[config.mk]
export PLATFORM = sky130hd
export DESIGN_NAME = backlight_timeout_fade_controller
export DESIGN_NICKNAME = d
export VERILOG_FILES = /design/src/sv/blt_pkg.sv /design/src/sv/blt_cfg.sv /design/src/sv/blt_fsm.sv /design/src/sv/backlight_timeout_fade_controller.sv
export SDC_FILE = /design/constraint.sdc
export NUM_CORES = 1
export LEC_CHECK = 0
export BUFFER_PORTS_ARGS = -buffer_cell sky130_fd_sc_hd__buf_2
export CAP_MARGIN = 20
export CORE_MARGIN = 2
export CORE_UTILIZATION = 50
export CTS_BUF_LIST = sky130_fd_sc_hd__clkbuf_4
export CTS_CLUSTER_DIAMETER = 80
export DETAILED_ROUTE_END_ITERATION = 7
export GPL_ROUTABILITY_DRIVEN = 0
export HOLD_SLACK_MARGIN = 0.02
export PLACE_DENSITY_LB_ADDON = 0.05
export SYNTH_ARGS = -nofsm -noshare
export SYNTH_HDL_FRONTEND = slang
export SYNTH_SLANG_ARGS = --single-unit
[constraint.sdc]
create_clock -name i_clk -period 9.6 [get_ports i_clk]
set_input_delay 1.44 -clock i_clk [delete_from_list [all_inputs] [get_ports i_clk]]
set_output_delay 1.44 -clock i_clk [all_outputs]
set_load 0.005 [all_outputs]
[src/sv/blt_pkg.sv]
// shared types, codes and constants of the backlight timeout and fade controller
`timescale 1ns / 1ps

package blt_pkg;

    // fixed field widths
    localparam int unsigned PCT_W   = 7;
    localparam int unsigned ALS_W   = 16;
    localparam int unsigned REQ_W   = 4;
    localparam int unsigned CODE_W  = 2;
    localparam int unsigned PROD_W  = 14;
    localparam int unsigned ADDR_W  = 5;
    localparam int unsigned DATA_W  = 32;

    // brightness levels
    localparam logic [PCT_W-1:0] PCT_MAX       = 7'd100;
    localparam logic [PCT_W-1:0] LOW_POWER_PCT = 7'd25;
    localparam logic [PCT_W-1:0] DIM_PCT       = 7'd10;

    // fade timing
    localparam int unsigned FADE_STEPS   = 20;
    localparam int unsigned FADE_TIME_MS = 500;
    localparam logic [ALS_W-1:0] FADE_TICK_MS = 16'(FADE_TIME_MS / FADE_STEPS);

    // divide by 100 as multiply by reciprocal, exact for products up to 10000
    localparam int unsigned DIV100_SH = 19;
    localparam logic [12:0] DIV100_MUL = 13'd5243;

    // brightness / FADE_STEPS for every 7-bit brightness
    typedef logic [127:0][PCT_W-1:0] t_fade_tab;

    function automatic t_fade_tab build_fade_tab();
        t_fade_tab tab;
        for (int i = 0; i < 128; i++) begin
            tab[i] = PCT_W'(i / FADE_STEPS);
        end
        return tab;
    endfunction

    localparam t_fade_tab FADE_TAB = build_fade_tab();

    // event codes
    typedef enum logic [REQ_W-1:0] {
        REQ_TICK        = 4'd0,
        REQ_PRESS       = 4'd1,
        REQ_RELEASE     = 4'd2,
        REQ_INTERACT    = 4'd3,
        REQ_FORCE       = 4'd4,
        REQ_RESPECT     = 4'd5,
        REQ_RESET_USER  = 4'd6,
        REQ_TO_TIMED    = 4'd7,
        REQ_ALLOW       = 4'd8
    } t_req;

    // intensity modes
    localparam logic [1:0] IMODE_USER    = 2'd0;
    localparam logic [1:0] IMODE_DYNAMIC = 2'd1;
    localparam logic [1:0] IMODE_LOWPWR  = 2'd2;

    // light state machine
    typedef enum logic [3:0] {
        ST_ON     = 4'b0001,
        ST_TIMED  = 4'b0010,
        ST_FADING = 4'b0100,
        ST_OFF    = 4'b1000
    } t_state;

    // reported state codes
    localparam logic [CODE_W-1:0] CODE_ON     = 2'd0;
    localparam logic [CODE_W-1:0] CODE_TIMED  = 2'd1;
    localparam logic [CODE_W-1:0] CODE_FADING = 2'd2;
    localparam logic [CODE_W-1:0] CODE_OFF    = 2'd3;

    // register indexes
    localparam logic [2:0] REG_PREF      = 3'd0;
    localparam logic [2:0] REG_GATE      = 3'd1;
    localparam logic [2:0] REG_DARK      = 3'd2;
    localparam logic [2:0] REG_DIM       = 3'd3;
    localparam logic [2:0] REG_IMODE     = 3'd4;
    localparam logic [2:0] REG_USER_INT  = 3'd5;
    localparam logic [2:0] REG_TIMEOUT   = 3'd6;
    localparam logic [2:0] REG_HW_SCALE  = 3'd7;

    // configuration seen by the state machine
    typedef struct packed {
        logic             light_pref_enabled;
        logic             ambient_gate_enable;
        logic [ALS_W-1:0] dark_threshold;
        logic [ALS_W-1:0] dim_threshold;
        logic [1:0]       intensity_mode;
        logic [PCT_W-1:0] user_intensity;
        logic [ALS_W-1:0] timeout_ms;
        logic [PCT_W-1:0] hw_scale_percent;
    } t_cfg;

    // result of one item before drive scaling
    typedef struct packed {
        logic [PCT_W-1:0]  brightness_pct;
        logic [PROD_W-1:0] product;
        logic              lamp_lit;
        logic [CODE_W-1:0] light_state;
        logic              count_error;
    } t_res;

endpackage

[src/sv/blt_cfg.sv]
// configuration register bank behind the apb-style port
`timescale 1ns / 1ps

module blt_cfg (
    input  logic                          i_clk,
    input  logic                          i_rst_n,
    input  logic                          psel,
    input  logic                          penable,
    input  logic                          pwrite,
    input  logic [blt_pkg::ADDR_W-1:0]    paddr,
    input  logic [blt_pkg::DATA_W-1:0]    pwdata,
    output logic [blt_pkg::DATA_W-1:0]    prdata,
    output logic                          pready,
    output blt_pkg::t_cfg                 o_cfg
);

    blt_pkg::t_cfg r_cfg;
    logic          w_wr;
    logic [2:0]    w_idx;

    assign pready = 1'b1;
    assign w_wr   = psel && penable && pwrite;
    assign w_idx  = paddr[4:2];

    // register writes
    always_ff @(posedge i_clk) begin
        if (!i_rst_n) begin
            r_cfg.light_pref_enabled  <= 1'b1;
            r_cfg.ambient_gate_enable <= 1'b0;
            r_cfg.dark_threshold      <= '0;
            r_cfg.dim_threshold       <= '0;
            r_cfg.intensity_mode      <= blt_pkg::IMODE_USER;
            r_cfg.user_intensity      <= blt_pkg::PCT_MAX;
            r_cfg.timeout_ms          <= 16'd3000;
            r_cfg.hw_scale_percent    <= blt_pkg::PCT_MAX;
        end else if (w_wr) begin
            unique case (w_idx)
                blt_pkg::REG_PREF:     r_cfg.light_pref_enabled  <= pwdata[0];
                blt_pkg::REG_GATE:     r_cfg.ambient_gate_enable <= pwdata[0];
                blt_pkg::REG_DARK:     r_cfg.dark_threshold      <= pwdata[15:0];
                blt_pkg::REG_DIM:      r_cfg.dim_threshold       <= pwdata[15:0];
                blt_pkg::REG_IMODE:    r_cfg.intensity_mode      <= pwdata[1:0];
                blt_pkg::REG_USER_INT: r_cfg.user_intensity      <= pwdata[6:0];
                blt_pkg::REG_TIMEOUT:  r_cfg.timeout_ms          <= pwdata[15:0];
                blt_pkg::REG_HW_SCALE: r_cfg.hw_scale_percent    <= pwdata[6:0];
                default:               r_cfg.light_pref_enabled  <= r_cfg.light_pref_enabled;
            endcase
        end
    end

    // read mux
    always_comb begin
        prdata = '0;
        unique case (w_idx)
            blt_pkg::REG_PREF:     prdata = 32'(r_cfg.light_pref_enabled);
            blt_pkg::REG_GATE:     prdata = 32'(r_cfg.ambient_gate_enable);
            blt_pkg::REG_DARK:     prdata = 32'(r_cfg.dark_threshold);
            blt_pkg::REG_DIM:      prdata = 32'(r_cfg.dim_threshold);
            blt_pkg::REG_IMODE:    prdata = 32'(r_cfg.intensity_mode);
            blt_pkg::REG_USER_INT: prdata = 32'(r_cfg.user_intensity);
            blt_pkg::REG_TIMEOUT:  prdata = 32'(r_cfg.timeout_ms);
            blt_pkg::REG_HW_SCALE: prdata = 32'(r_cfg.hw_scale_percent);
            default:               prdata = '0;
        endcase
    end

    assign o_cfg = r_cfg;

endmodule

[src/sv/blt_fsm.sv]
// light state machine: state registers and next-state logic for one item
`timescale 1ns / 1ps

module blt_fsm #(
    parameter int unsigned MAX_BUTTONS = 4
) (
    input  logic                          i_clk,
    input  logic                          i_rst_n,
    input  logic                          i_fire,
    input  logic [blt_pkg::REQ_W-1:0]     i_req_type,
    input  logic                          i_flag,
    input  logic [blt_pkg::ALS_W-1:0]     i_als_level,
    input  blt_pkg::t_cfg                 i_cfg,
    output blt_pkg::t_res                 o_res
);

    localparam int unsigned BD_W = $clog2(MAX_BUTTONS + 1);

    localparam logic [BD_W:0] BD_MAX = (BD_W + 1)'(MAX_BUTTONS);

    blt_pkg::t_state                r_state, n_state;
    logic [blt_pkg::PCT_W-1:0]      r_bright, n_bright;
    logic [BD_W-1:0]                r_bd, n_bd;
    logic                           r_override, n_override;
    logic                           r_allow, n_allow;
    logic [blt_pkg::PCT_W-1:0]      r_step, n_step;
    logic [blt_pkg::ALS_W-1:0]      r_cd, n_cd;
    logic                           r_run, n_run;

    logic [blt_pkg::PCT_W-1:0]      w_ui;
    logic [blt_pkg::PCT_W-1:0]      w_scale;
    logic [blt_pkg::PCT_W-1:0]      w_on_int;
    logic                           w_allowed;
    logic [BD_W:0]                  w_bd_inc;
    logic [BD_W-1:0]                w_bd_rel;
    logic [blt_pkg::ALS_W-1:0]      w_cd_dec;
    logic [blt_pkg::PCT_W-1:0]      w_fade_q;
    logic [blt_pkg::PCT_W-1:0]      w_fstep;
    logic                           w_go;
    blt_pkg::t_state                w_tgt;
    logic                           w_err;
    logic [blt_pkg::CODE_W-1:0]     w_code;
    logic [blt_pkg::ALS_W-1:0]      w_cd_ev;
    logic                           w_run_ev;

    // saturated settings and on brightness
    always_comb begin
        w_ui    = (i_cfg.user_intensity > blt_pkg::PCT_MAX) ?
                  blt_pkg::PCT_MAX : i_cfg.user_intensity;
        w_scale = (i_cfg.hw_scale_percent > blt_pkg::PCT_MAX) ?
                  blt_pkg::PCT_MAX : i_cfg.hw_scale_percent;
        if (i_cfg.intensity_mode == blt_pkg::IMODE_LOWPWR) begin
            w_on_int = blt_pkg::LOW_POWER_PCT;
        end else if (i_cfg.intensity_mode == blt_pkg::IMODE_DYNAMIC &&
                     i_als_level <= i_cfg.dim_threshold) begin
            w_on_int = blt_pkg::DIM_PCT;
        end else begin
            w_on_int = w_ui;
        end
    end

    // permission to turn on, ambient gate only from dark
    assign w_allowed = r_allow && i_cfg.light_pref_enabled &&
                       !(i_cfg.ambient_gate_enable && r_bright == '0 &&
                         i_als_level > i_cfg.dark_threshold);

    assign w_bd_inc = {1'b0, r_bd} + (BD_W + 1)'(1);
    assign w_bd_rel = (r_bd == '0) ? r_bd : r_bd - BD_W'(1);
    assign w_cd_dec = (r_cd != '0) ? r_cd - 16'd1 : r_cd;
    assign w_fade_q = blt_pkg::FADE_TAB[r_bright];

    // event decode
    always_comb begin
        n_bd       = r_bd;
        n_override = r_override;
        n_allow    = r_allow;
        w_cd_ev    = r_cd;
        w_run_ev   = r_run;
        w_go       = 1'b0;
        w_tgt      = blt_pkg::ST_OFF;
        w_err      = 1'b0;
        unique case (i_req_type)
            blt_pkg::REQ_TICK: begin
                if (r_run) begin
                    w_cd_ev = w_cd_dec;
                    if (w_cd_dec == '0) begin
                        w_run_ev = 1'b0;
                        w_go     = 1'b1;
                        w_tgt    = blt_pkg::ST_FADING;
                    end
                end
            end
            blt_pkg::REQ_PRESS: begin
                if (w_bd_inc > BD_MAX) begin
                    n_bd  = '0;
                    w_err = 1'b1;
                end else begin
                    n_bd = w_bd_inc[BD_W-1:0];
                end
                if (w_allowed) begin
                    w_go  = 1'b1;
                    w_tgt = blt_pkg::ST_ON;
                end
            end
            blt_pkg::REQ_RELEASE: begin
                w_err = (r_bd == '0);
                n_bd  = w_bd_rel;
                if (w_bd_rel == '0 && r_state == blt_pkg::ST_ON && !r_override) begin
                    w_go  = 1'b1;
                    w_tgt = blt_pkg::ST_TIMED;
                end
            end
            blt_pkg::REQ_INTERACT: begin
                if (r_bd == '0 && r_state != blt_pkg::ST_ON && w_allowed) begin
                    w_go  = 1'b1;
                    w_tgt = blt_pkg::ST_TIMED;
                end
            end
            blt_pkg::REQ_FORCE: begin
                n_override = i_flag;
                if (i_flag) begin
                    w_go  = 1'b1;
                    w_tgt = blt_pkg::ST_ON;
                end else if (r_bd == '0) begin
                    w_go  = 1'b1;
                    w_tgt = blt_pkg::ST_OFF;
                end
            end
            blt_pkg::REQ_RESPECT: begin
                n_override = i_flag;
                if (i_flag) begin
                    if (w_allowed) begin
                        w_go  = 1'b1;
                        w_tgt = blt_pkg::ST_ON;
                    end
                end else if (r_bd == '0) begin
                    w_go  = 1'b1;
                    w_tgt = blt_pkg::ST_OFF;
                end
            end
            blt_pkg::REQ_RESET_USER: begin
                if (r_override) begin
                    n_override = 1'b0;
                    if (r_bd == '0) begin
                        w_go  = 1'b1;
                        w_tgt = blt_pkg::ST_OFF;
                    end
                end
            end
            blt_pkg::REQ_TO_TIMED: begin
                if (r_override) begin
                    n_override = 1'b0;
                    if (w_allowed) begin
                        w_go  = 1'b1;
                        w_tgt = blt_pkg::ST_TIMED;
                    end
                end
            end
            blt_pkg::REQ_ALLOW: begin
                if (r_allow && !i_flag) begin
                    w_go  = 1'b1;
                    w_tgt = blt_pkg::ST_OFF;
                end
                n_allow = i_flag;
            end
            default: begin
                n_allow = r_allow;
            end
        endcase
    end

    // fade step, fresh on entry into fading
    always_comb begin
        if (r_state != blt_pkg::ST_FADING) begin
            w_fstep = (w_fade_q == '0) ? 7'd1 : w_fade_q;
        end else begin
            w_fstep = r_step;
        end
    end

    // state transition
    always_comb begin
        n_state  = r_state;
        n_bright = r_bright;
        n_step   = r_step;
        n_cd     = w_cd_ev;
        n_run    = w_run_ev;
        if (w_go) begin
            unique case (w_tgt)
                blt_pkg::ST_ON: begin
                    n_state  = blt_pkg::ST_ON;
                    n_bright = w_on_int;
                    n_run    = 1'b0;
                    n_cd     = '0;
                end
                blt_pkg::ST_TIMED: begin
                    n_state  = blt_pkg::ST_TIMED;
                    n_bright = w_on_int;
                    n_cd     = i_cfg.timeout_ms;
                    n_run    = 1'b1;
                end
                blt_pkg::ST_FADING: begin
                    n_step = w_fstep;
                    if (w_fstep >= r_bright) begin
                        n_state  = blt_pkg::ST_OFF;
                        n_bright = '0;
                        n_run    = 1'b0;
                        n_cd     = '0;
                    end else begin
                        n_state  = blt_pkg::ST_FADING;
                        n_bright = r_bright - w_fstep;
                        n_cd     = blt_pkg::FADE_TICK_MS;
                        n_run    = 1'b1;
                    end
                end
                default: begin
                    n_state  = blt_pkg::ST_OFF;
                    n_bright = '0;
                    n_run    = 1'b0;
                    n_cd     = '0;
                end
            endcase
        end
    end

    // state registers
    always_ff @(posedge i_clk) begin
        if (!i_rst_n) begin
            r_state    <= blt_pkg::ST_OFF;
            r_bright   <= '0;
            r_bd       <= '0;
            r_override <= 1'b0;
            r_allow    <= 1'b0;
            r_step     <= '0;
            r_cd       <= '0;
            r_run      <= 1'b0;
        end else if (i_fire) begin
            r_state    <= n_state;
            r_bright   <= n_bright;
            r_bd       <= n_bd;
            r_override <= n_override;
            r_allow    <= n_allow;
            r_step     <= n_step;
            r_cd       <= n_cd;
            r_run      <= n_run;
        end
    end

    // state code for the result
    always_comb begin
        unique case (n_state)
            blt_pkg::ST_ON:     w_code = blt_pkg::CODE_ON;
            blt_pkg::ST_TIMED:  w_code = blt_pkg::CODE_TIMED;
            blt_pkg::ST_FADING: w_code = blt_pkg::CODE_FADING;
            default:            w_code = blt_pkg::CODE_OFF;
        endcase
    end

    // result of this item, drive product before the divide
    assign o_res.brightness_pct = n_bright;
    assign o_res.product        = blt_pkg::PROD_W'(n_bright) * blt_pkg::PROD_W'(w_scale);
    assign o_res.lamp_lit       = (n_state != blt_pkg::ST_OFF);
    assign o_res.light_state    = w_code;
    assign o_res.count_error    = w_err;

endmodule

[src/sv/backlight_timeout_fade_controller.sv]
// top level: item input register, state machine, result register and config port
`timescale 1ns / 1ps

// Backlight controller fed by events on a stream slave channel.
// Slave: tuser carries the event kind, tdata carries the flag and the
// ambient light sample. Master: one result item per event with the
// brightness percent, the drive level, the on bit, the state code and
// the button count error bit.
// Every event passes an input register and then the state machine,
// whose result lands in an output register, from which it is shown.
// One event is taken every cycle as long as the result side keeps up;
// the output register and the input register let the slave side
// accept while a result waits. When the receiver stalls, the results
// hold and tready drops once both registers are full. Reset
// (synchronous, active low) puts the light in the off state with all
// counters cleared and loads the register defaults. Registers are to be
// written by the user over the apb-style port only while no event is
// in flight; the block itself does not enforce this.
module backlight_timeout_fade_controller #(
    parameter int unsigned MAX_BUTTONS = 4
) (
    input  logic        i_clk,
    input  logic        i_rst_n,
    // slave item channel
    input  logic        i_s_axis_tvalid,
    output logic        o_s_axis_tready,
    input  logic [23:0] i_s_axis_tdata,   // flag [0], als_level [16:1], zero fill
    input  logic [3:0]  i_s_axis_tuser,   // req_type [3:0]
    // master item channel
    output logic        o_m_axis_tvalid,
    input  logic        i_m_axis_tready,
    output logic [23:0] o_m_axis_tdata,   // brightness_pct [6:0], drive_level [13:7],
                                          // lamp_lit [14], light_state [16:15],
                                          // count_error [17], zero fill
    // configuration port
    input  logic        psel,
    input  logic        penable,
    input  logic        pwrite,
    input  logic [4:0]  paddr,
    input  logic [31:0] pwdata,
    output logic [31:0] prdata,
    output logic        pready
);

    blt_pkg::t_cfg                  w_cfg;
    blt_pkg::t_res                  w_res;

    logic                           r_in_valid;
    logic [blt_pkg::REQ_W-1:0]      r_req;
    logic                           r_flag;
    logic [blt_pkg::ALS_W-1:0]      r_als;
    logic                           r_out_valid;
    blt_pkg::t_res                  r_res;

    logic                           w_out_free;
    logic                           w_fire;
    logic                           w_in_take;
    logic [26:0]                    w_drive_full;

    // pipeline handshake
    assign w_out_free      = !r_out_valid || i_m_axis_tready;
    assign w_fire          = r_in_valid && w_out_free;
    assign o_s_axis_tready = !r_in_valid || w_out_free;
    assign w_in_take       = i_s_axis_tvalid && o_s_axis_tready;

    // input register
    always_ff @(posedge i_clk) begin
        if (!i_rst_n) begin
            r_in_valid <= 1'b0;
        end else if (o_s_axis_tready) begin
            r_in_valid <= i_s_axis_tvalid;
        end
    end

    always_ff @(posedge i_clk) begin
        if (w_in_take) begin
            r_req  <= i_s_axis_tuser;
            r_flag <= i_s_axis_tdata[0];
            r_als  <= i_s_axis_tdata[16:1];
        end
    end

    blt_cfg u_cfg (
        .i_clk   (i_clk),
        .i_rst_n (i_rst_n),
        .psel    (psel),
        .penable (penable),
        .pwrite  (pwrite),
        .paddr   (paddr),
        .pwdata  (pwdata),
        .prdata  (prdata),
        .pready  (pready),
        .o_cfg   (w_cfg)
    );

    blt_fsm #(
        .MAX_BUTTONS (MAX_BUTTONS)
    ) u_fsm (
        .i_clk       (i_clk),
        .i_rst_n     (i_rst_n),
        .i_fire      (w_fire),
        .i_req_type  (r_req),
        .i_flag      (r_flag),
        .i_als_level (r_als),
        .i_cfg       (w_cfg),
        .o_res       (w_res)
    );

    // result register
    always_ff @(posedge i_clk) begin
        if (!i_rst_n) begin
            r_out_valid <= 1'b0;
        end else if (w_out_free) begin
            r_out_valid <= r_in_valid;
        end
    end

    always_ff @(posedge i_clk) begin
        if (w_fire) begin
            r_res <= w_res;
        end
    end

    // divide the registered product by 100
    assign w_drive_full = 27'(r_res.product) * 27'(blt_pkg::DIV100_MUL);

    assign o_m_axis_tvalid = r_out_valid;
    assign o_m_axis_tdata  = {6'd0,
                              r_res.count_error,
                              r_res.light_state,
                              r_res.lamp_lit,
                              w_drive_full[blt_pkg::DIV100_SH +: blt_pkg::PCT_W],
                              r_res.brightness_pct};

endmodule
==> results.txt, run 1 <==
result of the run - complete, no violations
worst ir drop on vdd - 108 µV
multiplexer share of the synthesized area - 0.0333
worst hold start - u_fsm.r_step[5]$_SDFFE_PN0P_
I/O pin total - 131
Detail Route Antenna Nets - 0
flop and latch count out of synthesis - 157
dpl hpwl - 26.0 mm
Leakage - 6.31 nW
internal power - 1.32 mW
Post-synth EDFFs - 46
relative contribution of combinational cells to total power - 0.470
Clk network pwr share - 0.194
net switching power - 0.858 mW
leading post-synthesis cells by instance count - sky130_fd_sc_hd__inv_1 (198), sky130_fd_sc_hd__nand2_1 (176), sky130_fd_sc_hd__ha_1 (169), sky130_fd_sc_hd__nor2_1 (127), sky130_fd_sc_hd__a21oi_1 (124)
category of the most critical setup path - reg -> reg
setup violation total in the final timing report - 0
count of unresolved DRC violations after routing - 0
placement-stage cell area - 14000 µm²
data arrival time at the worst-slack endpoint - 8580 ps
overall die width - 168 µm
CP dominant cell by count - sky130_fd_sc_hd__fa_1
nets@finish - 1917
launching point of the worst reg2reg path - u_fsm.r_cd[0]$_SDFFE_PN0P_
portion of the clock cycle consumed by the worst path in the final layout - 0.863
Post-Route WL - 33.3 mm
xor and xnor area share after synthesis - 0.0175
Tot GR Track Use - 0.239
area fraction in and, or, nand and nor cells after synthesis - 0.173
total of max-cap violations - 0
number of violations reported at the end of detailed-routing iteration 0 - 673
post_cts resized - 0
Core Footprint - 26700 µm²
root buffer cell - sky130_fd_sc_hd__clkbuf_4
sum of negative setup slack - 0 ps
cts bufs inserted - 17
slowest cell delay on critical path - 880 ps
cells taking the most area after synthesis - sky130_fd_sc_hd__dfxtp_1 (16%), sky130_fd_sc_hd__ha_1 (16%), sky130_fd_sc_hd__fa_1 (13%)
total power per unit cell area - 152 nW/µm²
proportion of netlist area held by the largest area contributor - 0.165
via count of the routed design - 10825
Crit path required time - 9890 ps
antenna violations before repair - 4
leading cell type by number of instances after synthesis - sky130_fd_sc_hd__inv_1
count of final max-slew check failures - 0
Max Freq - 0.121 GHz
worst hold path class - reg -> reg
share of layout cells above drive strength 1 - 0.0918
initial cell density of the core - 0.505
dominant synthesized flop cell - sky130_fd_sc_hd__dfxtp_1
sequential area share after synthesis - 0.267
count of input and output buffers - 82
number of instances in the synthesized netlist - 1544
clock-pin slew on the worst setup and hold paths - 130 ps
critical path's slowest cell - sky130_fd_sc_hd__nor2_1
post-route cell area - 14300 µm²
pin count of the biggest net entering global routing - 92
final cell utilization of the core - 0.536
post-synthesis cell type count - 77
fill cell instance count of the final layout - 2612
complex-gate fraction of the synthesized area - 0.132
clock latency of the later-clocked register in the worst-skew pair - 560 ps
proportion of synthesized flip-flops having asynchronous set or reset - 0
mean routed wirelength per cell - 17.1 µm
dominant delay contributor by cell family on the critical path - adder cells
non-filler cells in the finished layout - 1947
first-pass GRT wire length - 53.7 mm
slew at the pin closest to its max-slew limit - 1110 ps
switch share - 0.393
height of the die - 168 µm
adder and majority gate portion of the synthesized area - 0.286
CTS Hold Bufs - 0
clock tree from TritonCTS - built
worst slew margin relative to its limit - 0.263
Tmin final - 8290 ps
grt total ovfl - 0
number of H-tree levels - 4
Synth area leader - sky130_fd_sc_hd__dfxtp_1
endpoints failing hold - 0
area overhead of the layout relative to synthesis - 6.11%
worst-path maximum fanout - 11
final-layout worst hold slack - 477 ps
Synth warnings - 0
routed vias/inst - 5.56
row count - 60
average size of a mapped cell - 8.74 µm²
CP endpoint kind - flip-flop
Worst Clk Skew - 37.7 ps
Cells after DPL - 1910
clock buffer depth - 2
count of clock tree sinks - 157
worst path buffer plus inverter count - 3
number of global-route vias before repair - 10260
Setup crit start kind - flip-flop
Synth Cell Area - 13500 µm²
overall die area - 28300 µm²
largest family of logic cells by synthesized area - adder cells
total setup buffers inserted after CTS - 0
TritonRoute pass-1 iters - 6
setup repair after global routing missed its margin - no
startpoint of the most critical setup path - u_fsm.r_cd[0]$_SDFFE_PN0P_
Sequential Power Share - 0.335
cells in the final DEF (no fill, tap or decap), types with 9 or more instances in the layout:
| cell | count |
|---|---|
| sky130_fd_sc_hd__a211oi_1 | 12 |
| sky130_fd_sc_hd__a21o_1 | 9 |
| sky130_fd_sc_hd__a21oi_1 | 124 |
| sky130_fd_sc_hd__a221oi_1 | 10 |
| sky130_fd_sc_hd__a22oi_1 | 9 |
| sky130_fd_sc_hd__and2_1 | 14 |
| sky130_fd_sc_hd__and3_1 | 11 |
| sky130_fd_sc_hd__buf_2 | 82 |
| sky130_fd_sc_hd__buf_4 | 12 |
| sky130_fd_sc_hd__clkbuf_4 | 19 |
| sky130_fd_sc_hd__conb_1 | 23 |
| sky130_fd_sc_hd__dfxtp_1 | 111 |
| sky130_fd_sc_hd__edfxtp_1 | 46 |
| sky130_fd_sc_hd__fa_1 | 87 |
| sky130_fd_sc_hd__ha_1 | 169 |
| sky130_fd_sc_hd__inv_1 | 198 |
| sky130_fd_sc_hd__mux2i_1 | 37 |
| sky130_fd_sc_hd__nand2_1 | 176 |
| sky130_fd_sc_hd__nand3_1 | 44 |
| sky130_fd_sc_hd__nor2_1 | 127 |
| sky130_fd_sc_hd__nor2b_1 | 25 |
| sky130_fd_sc_hd__nor3_1 | 36 |
| sky130_fd_sc_hd__o21a_1 | 12 |
| sky130_fd_sc_hd__o21ai_0 | 33 |
| sky130_fd_sc_hd__xnor2_1 | 21 |
power by group through the flow:
stage          registers (mW)  logic, mW  clock network (mW)
6_report                0.731       1.03               0.424
5_1_grt                 0.735       1.20               0.464
4_1_cts                 0.732       1.04               0.436
3_5_place_dp            0.747       1.03                   0
3_3_place_gp            0.747       1.01                   0
2_1_floorplan           0.735      0.770                   0
stage by stage:
step | power [mW] | setup WS (ps)
2_1_floorplan | 1.50 | 1930
3_3_place_gp | 1.76 | 1500
3_5_place_dp | 1.78 | 1420
4_1_cts | 2.21 | 1350
5_1_grt | 2.40 | 570
6_report | 2.18 | 1310
cells by family (layout without fill, tap and decap cells):
logic type,count (synthesis),count (layout)
and+or+nand+nor,494,494
buffers and inverters,288,325
AOI/OAI and AO/OA,278,278
adders and majority gates,256,256
DFF,157,157
muxes,42,42
xor gates and xnor gates,27,27
other,2,27
layout make-up:
cell class	count	area, µm²	share of cell area
sequential	157	3600	0.252
clock buffer	19	143	0.00996
tap	341	427	0.0298
antenna	4	10.0	0.000699
multi-input combinational	1120	8750	0.611
clock inverter	13	141	0.00987
timing repair buffer	94	500	0.0349
inverter	199	747	0.0522
per-layer routing:
| metal | share of wire | track usage | wire length (µm) | vias to the layer above |
|---|---|---|---|---|
| li1 | - | - | - | 5316 |
| met1 | 0.46 | 0.322 | 15300 | 5184 |
| met2 | 0.48 | 0.402 | 15900 | 287 |
| met3 | 0.046 | 0.0407 | 1530 | 38 |
| met4 | 0.018 | 0.0611 | 607 | 0 |
| met5 | 0 | 0 | 0 | - |
worst paths after layout:
path	end	slack, ps	cells past startpoint
hold reg to reg	u_fsm.r_step[5]$_SDFFE_PN0P_	480	1
setup / recovery	r_res[17]$_DFFE_PP_	1310	27
hold / removal	u_fsm.r_step[5]$_SDFFE_PN0P_	480	1
setup reg to reg	r_res[17]$_DFFE_PP_	1310	27
registers in the layout, summed over array words and instances (netlist names), 3 cells and up, named ones only:
register	flops
u_fsm.r_bright	7
u_fsm.r_step	7
r_als	16
u_fsm.w_fade_q	3
u_cfg.o_cfg	66
o_m_axis_tdata	11
u_fsm.r_cd	16
r_res	14
r_req	4
u_fsm.r_state	4
Power figures use the tool's default switching activity.
==> run 2: changes to the inputs <==
PLACE_DENSITY = 0.66   (was not set)
PLACE_DENSITY_LB_ADDON = not set   (was 0.05)
==> run 2 against run 1 <==
  * Total power increased by 0.38%
  * Critical path type unchanged
  * Sequential power about the same
  * Flip-flop and latch count stayed put
  * Die area unchanged
  * Global-route usage decreased by 0.39 points
  * Worst hold slack improved by 3.7 ps
  * Highest routed layer is now met5
  * Routed wire length shrank 2.5%
==> results.txt, run 2 (same netlist as run 1, synthesis figures left out) <==
share of layout cells above drive strength 1 - 0.0925
dominant delay contributor by cell family on the critical path - simple AND/OR/NAND/NOR gates
worst hold path class - reg -> reg
Post-Route WL - 32.5 mm
setup slack after placement - 1540 ps
Detail Route Antenna Nets - 0
sum of negative setup slack - 0 ps
Tmin final - 8200 ps
first-pass GRT wire length - 53.4 mm
result of the run - complete, no violations
worst-path maximum fanout - 11
Setup crit start kind - flip-flop
portion of the clock cycle consumed by the worst path in the final layout - 0.854
register area - 3600 µm²
Tot GR Track Use - 0.235
post_cts resized - 0
total power per unit cell area - 153 nW/µm²
clock buffer depth - 2
dpl hpwl - 25.6 mm
count of unresolved DRC violations after routing - 0
number of global-route vias before repair - 10707
total setup buffers inserted after CTS - 0
CP endpoint kind - flip-flop
clock-pin slew on the worst setup and hold paths - 150 ps
area overhead of the layout relative to synthesis - 6.03%
worst path buffer plus inverter count - 5
setup repair after global routing missed its margin - no
height of the die - 168 µm
antenna violations before repair - 2
count of input and output buffers - 82
overall die width - 168 µm
row count - 60
total of max-cap violations - 0
data arrival time at the worst-slack endpoint - 8560 ps
nets@finish - 1915
met3 Use GR - 0.0407
cts bufs inserted - 17
pin count of the biggest net entering global routing - 92
clock tree from TritonCTS - built
highest-count cells in the layout ignoring fill and taps - sky130_fd_sc_hd__inv_1 (198), sky130_fd_sc_hd__nand2_1 (176), sky130_fd_sc_hd__ha_1 (169), sky130_fd_sc_hd__nor2_1 (127), sky130_fd_sc_hd__a21oi_1 (124)
Most Used Layer, Global Route - met2
mean routed wirelength per cell - 16.7 µm
worst ir drop on vdd - 104 µV
count of clock tree sinks - 157
met2 Resource Use GR - 0.400
flip-flop count of the largest register, all copies and words added - 66
number of violations reported at the end of detailed-routing iteration 0 - 685
fill cell instance count of the final layout - 2511
most common cell after layout, fill and taps aside - sky130_fd_sc_hd__inv_1
slowest cell delay on critical path - 790 ps
slew at the pin closest to its max-slew limit - 1050 ps
Crit path required time - 9960 ps
least setup slack across all paths after layout - 1400 ps
Worst Clk Skew - 22.8 ps
endpoints failing hold - 0
count of final max-slew check failures - 0
area used by multi-input combinational logic - 8750 µm²
CP dominant cell by count - sky130_fd_sc_hd__inv_1
grt total ovfl - 0
CTS Hold Bufs - 0
register-to-register setup slack - 1400 ps
worst slew margin relative to its limit - 0.300
I/O pin total - 131
number of H-tree levels - 4
via count of the routed design - 10896
critical path's slowest cell - sky130_fd_sc_hd__nor2_1
initial cell density of the core - 0.505
root buffer cell - sky130_fd_sc_hd__clkbuf_4
Max Freq - 0.122 GHz
Leakage - 6.30 nW
met1 layer usage reported by global route - 0.302
setup violation total in the final timing report - 0
routed vias/inst - 5.61
overall die area - 28300 µm²
TritonRoute pass-1 iters - 6
Core Footprint - 26700 µm²
category of the most critical setup path - reg -> reg
clock latency of the later-clocked register in the worst-skew pair - 590 ps
## run 2: final cells by class
| cell class | instances | share of cell area |
|---|---|---|
| Timing Repair Buffer | 92 | 0.0339 |
| Clock buffer | 17 | 0.00892 |
| Sequential cell | 157 | 0.252 |
| Tap cell | 341 | 0.0298 |
| Clock inverter | 15 | 0.0118 |
| Multi-Input combinational cell | 1120 | 0.611 |
| Inverter | 199 | 0.0522 |
| Antenna cell | 1 | 0.000175 |
## run 2: report_power, final
group / leakage, nW / total (mW) / internal, mW / switching, mW
clock network: 0.153 / 0.427 / 0.143 / 0.284
registers: 1.34 / 0.732 / 0.705 / 0.0275
logic: 4.81 / 1.03 / 0.460 / 0.571
## run 2: metal layers
metal / wire [µm] / vias up / part of all wire
li1: - / 5296 / -
met4: 1020 / 2 / 0.031
met2: 15700 / 367 / 0.48
met5: 14 / - / 0.00043
met1: 14000 / 5157 / 0.43
met3: 1790 / 74 / 0.055
## run 2: through the flow
step	area (µm²)	util	power [mW]	std cells	hold slack [ps]
after floorplan	13600	-	1.50	1565	430
after global routing	14300	0.535	2.39	1942	500
final	14300	0.535	2.19	1942	481
after CTS	14300	0.535	2.22	1940	483
after detailed placement	14000	0.524	1.78	1908	448
after global placement	14000	0.524	1.74	1908	451
## run 2: worst paths after layout
check,endpoint,cells past startpoint,from
setup / recovery,r_res[17]$_DFFE_PP_,31,u_fsm.r_cd[1]$_SDFFE_PN0P_
hold / removal,u_fsm.r_step[5]$_SDFFE_PN0P_,1,u_fsm.r_step[5]$_SDFFE_PN0P_
setup reg to reg,r_res[17]$_DFFE_PP_,31,u_fsm.r_cd[1]$_SDFFE_PN0P_
hold reg to reg,u_fsm.r_step[5]$_SDFFE_PN0P_,1,u_fsm.r_step[5]$_SDFFE_PN0P_
